**config.mk**
```make
export PLATFORM = sky130hd
export DESIGN_NAME = fwm_ram
export DESIGN_NICKNAME = d
export VERILOG_FILES = /design/src/hw/rtl/fir_reverb_wet_dry_mixer_unit_defines.svh /design/src/hw/rtl/fwm_ram.sv
export SDC_FILE = /design/constraint.sdc
export NUM_CORES = 2
export LEC_CHECK = 0
export BUFFER_PORTS_ARGS = -buffer_cell sky130_fd_sc_hd__buf_2
export CELL_PAD_IN_SITES_DETAIL_PLACEMENT = 0
export CELL_PAD_IN_SITES_GLOBAL_PLACEMENT = 2
export CORE_MARGIN = 3
export CORE_UTILIZATION = 33
export DETAILED_ROUTE_END_ITERATION = 10
export PLACE_DENSITY = 0.66
export SETUP_SLACK_MARGIN = 0.05
export SLEW_MARGIN = 0
export SYNTH_ARGS = -nofsm -noshare
export SYNTH_HDL_FRONTEND = slang
export SYNTH_SLANG_ARGS = --single-unit
```
**constraint.sdc**
```tcl
create_clock -name clock -period 5.9 [get_ports clock]
set_input_delay 1.77 -clock clock [delete_from_list [all_inputs] [get_ports clock]]
set_output_delay 1.77 -clock clock [all_outputs]
set_load 0.1 [all_outputs]
```
**src/hw/rtl/fir_reverb_wet_dry_mixer_unit_defines.svh**
```systemverilog
// Assertion macros shared by the reverb mixer RTL.
`ifndef FIR_REVERB_WET_DRY_MIXER_UNIT_DEFINES_SVH
`define FIR_REVERB_WET_DRY_MIXER_UNIT_DEFINES_SVH

`ifndef SYNTHESIS
`define FWM_ASSERT_PROP(lbl, clk, rst, prop) \
   lbl: assert property (@(posedge clk) disable iff (rst) prop) \
      else $error("fwm assertion failed");
`define FWM_ASSERT_ALWAYS(lbl, clk, prop) \
   lbl: assert property (@(posedge clk) prop) \
      else $error("fwm assertion failed");
`else
`define FWM_ASSERT_PROP(lbl, clk, rst, prop)
`define FWM_ASSERT_ALWAYS(lbl, clk, prop)
`endif

`endif

```
**src/hw/rtl/fwm_ram.sv**
```systemverilog
`timescale 1ns / 1ps
module fwm_ram #(
   parameter int WIDTH = 16,
   parameter int DEPTH = 256
) (
   input  logic                     clock,
   input  logic                     wr_en,
   input  logic [$clog2(DEPTH)-1:0] wr_addr,
   input  logic [WIDTH-1:0]         wr_data,
   input  logic [$clog2(DEPTH)-1:0] rd_addr,
   output logic [WIDTH-1:0]         rd_data
);

   logic [WIDTH-1:0] mem [DEPTH];

   always_ff @(posedge clock) begin
      if (wr_en) begin
         mem[wr_addr] <= wr_data;
      end
      rd_data <= mem[rd_addr];
   end

endmodule

```
==> out/qor.csv <==
stage;metric;value;unit
sta;final setup vio count;0;
synth;Post-Syn Instances;7360;
cts;CTS root buf;clkbuf_16;
status;status;complete, no violations;
synth;syn_area_per_cell;21.6;um2
global_routing;grt ovf;0;
sta;setup slack after layout;1180;ps
detailed_routing;Detailed Route WL;448;mm
detailed_routing;Residual DRC;0;
sta;RSZ-0062 raised after global routing;no;
final_layout;Final #Nets;7954;
global_routing;largest net degree at the start of global routing;145;
min_path;hold path startpoint;mem[106][0]$_DFFE_PP_;
pwr;leakage power;57.4;nW
detailed_routing;Initial DRC Count;9626;
worst_setup_path;crit path kind;input pin to flip-flop;
die;die area;489000;um2
pwr;pwr/cell area;335;nW/um2
sta;fmax;0.212;GHz
cts;Bufs on Longest Clock Path;4;
placed_design;IO Port Bufs;49;
worst_setup_path;Worst Path Max Fanout;44;
placed_design;HPWL after detailed placement;269;mm
global_routing;vias in the first global route;78800;
die;initial core utilization;0.331;
detailed_routing;DRT antenna net count;0;
worst_setup_path;CP Data Required Time;6740;ps
final_layout;fill cell count;42800;
synth;Yosys reg bits;4112;
die;Boundary Pins;50;
synth;asr flop ratio synth;0;
min_path;Tightest Hold Check Type;flip-flop to flip-flop;
placed_design;pre-CTS setup slack;136;ps
cts;total CTS buffers;416;
cts;Sink Count;4112;
worst_setup_path;Critical Path Sink Type;flip-flop;
sta;TNS Setup;0;ps
worst_setup_path;Setup crit start kind;input pin;
die;die height;700;um
final_layout;layout cells sized above 1;0.266;
sta;count of final hold-check violations;0;
sta;slew at the pin closest to its max-slew limit;1450;ps
sta;crit share post-route;0.800;
synth;post-synthesis sequential area ratio;0.777;
synth;yosys warns;0;
worst_setup_path;worst reg2reg path startpoint;mem[61][1]$_DFFE_PP_;
synth;Main synth FF type;edfxtp_1;
final_layout;Area Growth Syn to Fin;15.5;%
global_routing;initial antenna violation count;28;
cts;Post-CTS Resized;0;
sta;min Tclk post-route;4720;ps
die;row count;254;
die;die width;700;um
global_routing;global-route wire length before repair;627;mm
cts;Hold Buf Count CTS;0;
synth;EDFF count, synth;4096;
sta;worst relative slew slack;0.0303;
detailed_routing;vias;79000;
sta;Max Transition Viols Final;0;
cts;clk_lat worst skew;1020;ps
pwr;Max VDD drop;0.000242;V
synth;Post-Syn Nets;7394;
cts;Max H-tree Level;5;
placed_design;gp weighted congestion;0.828;
sta;final setup skew;111;ps
cts;CTS clk-pin slew, worst paths;60;ps
worst_setup_path;CP arrival;5560;ps
synth;Mapped Area;159000;um2
global_routing;GR Util All Layers;0.179;
synth;count of cell types in the netlist;52;
cts;CTS tree;yes;
worst_setup_path;crit path from;rd_addr[0];
detailed_routing;wire per inst;30.5;um
detailed_routing;vias per inst;5.37;
detailed_routing;first drt pass iteration count;6;
run;Max Cap Violations;0;
cts;Post-CTS Setup Bufs;0;
die;core area;479000;um2
-- logic make-up after synthesis --
group,share of synthesized area
buf+inv,0.0169
simple gates,0.0157
flops,0.777
compound gates,0.0354
mux,0.155
-- through the flow --
stage	hold WS [ps]	instances	instance area (um2)	util	power [mW]
floorplan	854	7360	159000	-	34.6
global placement	1070	13900	170000	0.355	36.2
detailed placement	1040	13900	170000	0.355	36.2
CTS	1050	14700	183000	0.382	61.9
global route	1110	14700	183000	0.382	63.2
finish	1040	14700	183000	0.383	61.4
-- Yosys cell counts (2+ instances only) --
master	count	share of area
a2111oi_0	6	0.00033
a211oi_1	18	0.00085
a21o_1	2	0.000095
a21oi_1	175	0.0055
a221oi_1	28	0.0015
a22o_1	32	0.0018
a22oi_1	43	0.0020
a31oi_1	6	0.00024
and3_1	11	0.00043
and4_1	2	0.00011
buf_1	27	0.00064
buf_12	5	0.00063
buf_2	76	0.0024
buf_4	26	0.0012
buf_6	77	0.0055
buf_8	11	0.0010
clkbuf_1	230	0.0054
dfxtp_1	16	0.0020
edfxtp_1	4096	0.77
inv_1	3	0.000071
mux2_2	88	0.0062
mux2i_1	565	0.036
mux4_2	797	0.11
nand2_1	38	0.00090
nand2b_1	3	0.00012
nand3_1	35	0.0011
nand4_1	26	0.0010
nand4b_1	3	0.00017
nor2_1	304	0.0072
nor2b_1	9	0.00035
nor3_1	92	0.0029
nor4_1	17	0.00067
nor4bb_1	2	0.00013
o21ai_0	37	0.0012
o221ai_1	252	0.014
o22ai_1	148	0.0058
o31ai_1	16	0.00076
o32ai_1	20	0.0011
or2_2	4	0.00016
or3_1	2	0.000079
-- layer usage --
| layer | share of wire | up-vias | GRT usage |
|---|---|---|---|
| met3 | 0.076 | 551 | 0.0295 |
| met2 | 0.47 | 3136 | 0.285 |
| met1 | 0.42 | 42800 | 0.256 |
| li1 | - | 32500 | - |
| met4 | 0.028 | 10 | 0.0481 |
| met5 | 0.00013 | - | 0 |
-- critical path, stage by stage --
cell     delay (ps)
buf_12          220
buf_12          260
buf_12          340
buf_4           300
mux4_2          540
mux2_2          280
a22oi_1         190
nand2_1          90
o32ai_1        1110
buf_4           270
nor4_1           70
-- final cells by class --
cell class              instances  area [um2]  share of cell area
diodes                         23        57.6            0.000314
clock buffers                 531       11000              0.0600
clock inverters               236        2330              0.0127
inverters                       4        27.5            0.000150
multi-input cells            2792       33100               0.181
flip-flops and latches       4112      123000               0.673
well taps                    6400        8010              0.0437
repair buffers                594        5400              0.0295
-- state kept, by name, summed over array words and instances (netlist names) --
signal	cells
mem	4096
rd_data	16
-- placed cells by master, fill, tap and decap left out, drive strengths merged, types with 35 or more instances in the layout --
master	count
o21ai	38
nand3	35
o221ai	253
a22oi	43
nand2	38
clkinv	187
buf	592
mux2i	565
a21oi	175
nor2	304
nor3	92
mux4	797
mux2	88
edfxtp	4096
o22ai	148
clkbuf	533
-- final timing paths --
path | end | slack (ps) | depth (start not counted)
max | rd_data[1]$_DFF_P_ | 1180 | 11
min | rd_data[0]$_DFF_P_ | 1040 | 6
max reg2reg | rd_data[1]$_DFF_P_ | 2430 | 6
min reg2reg | rd_data[0]$_DFF_P_ | 1040 | 6
-- power by group --
group	total, mW	internal [mW]	switching, mW
clock network	25.8	14.6	11.2
logic	3.25	1.06	2.19
registers	32.3	32.2	0.0854
total	61.4	47.9	13.5
Note: power is estimated with default switching activity, not from simulation.
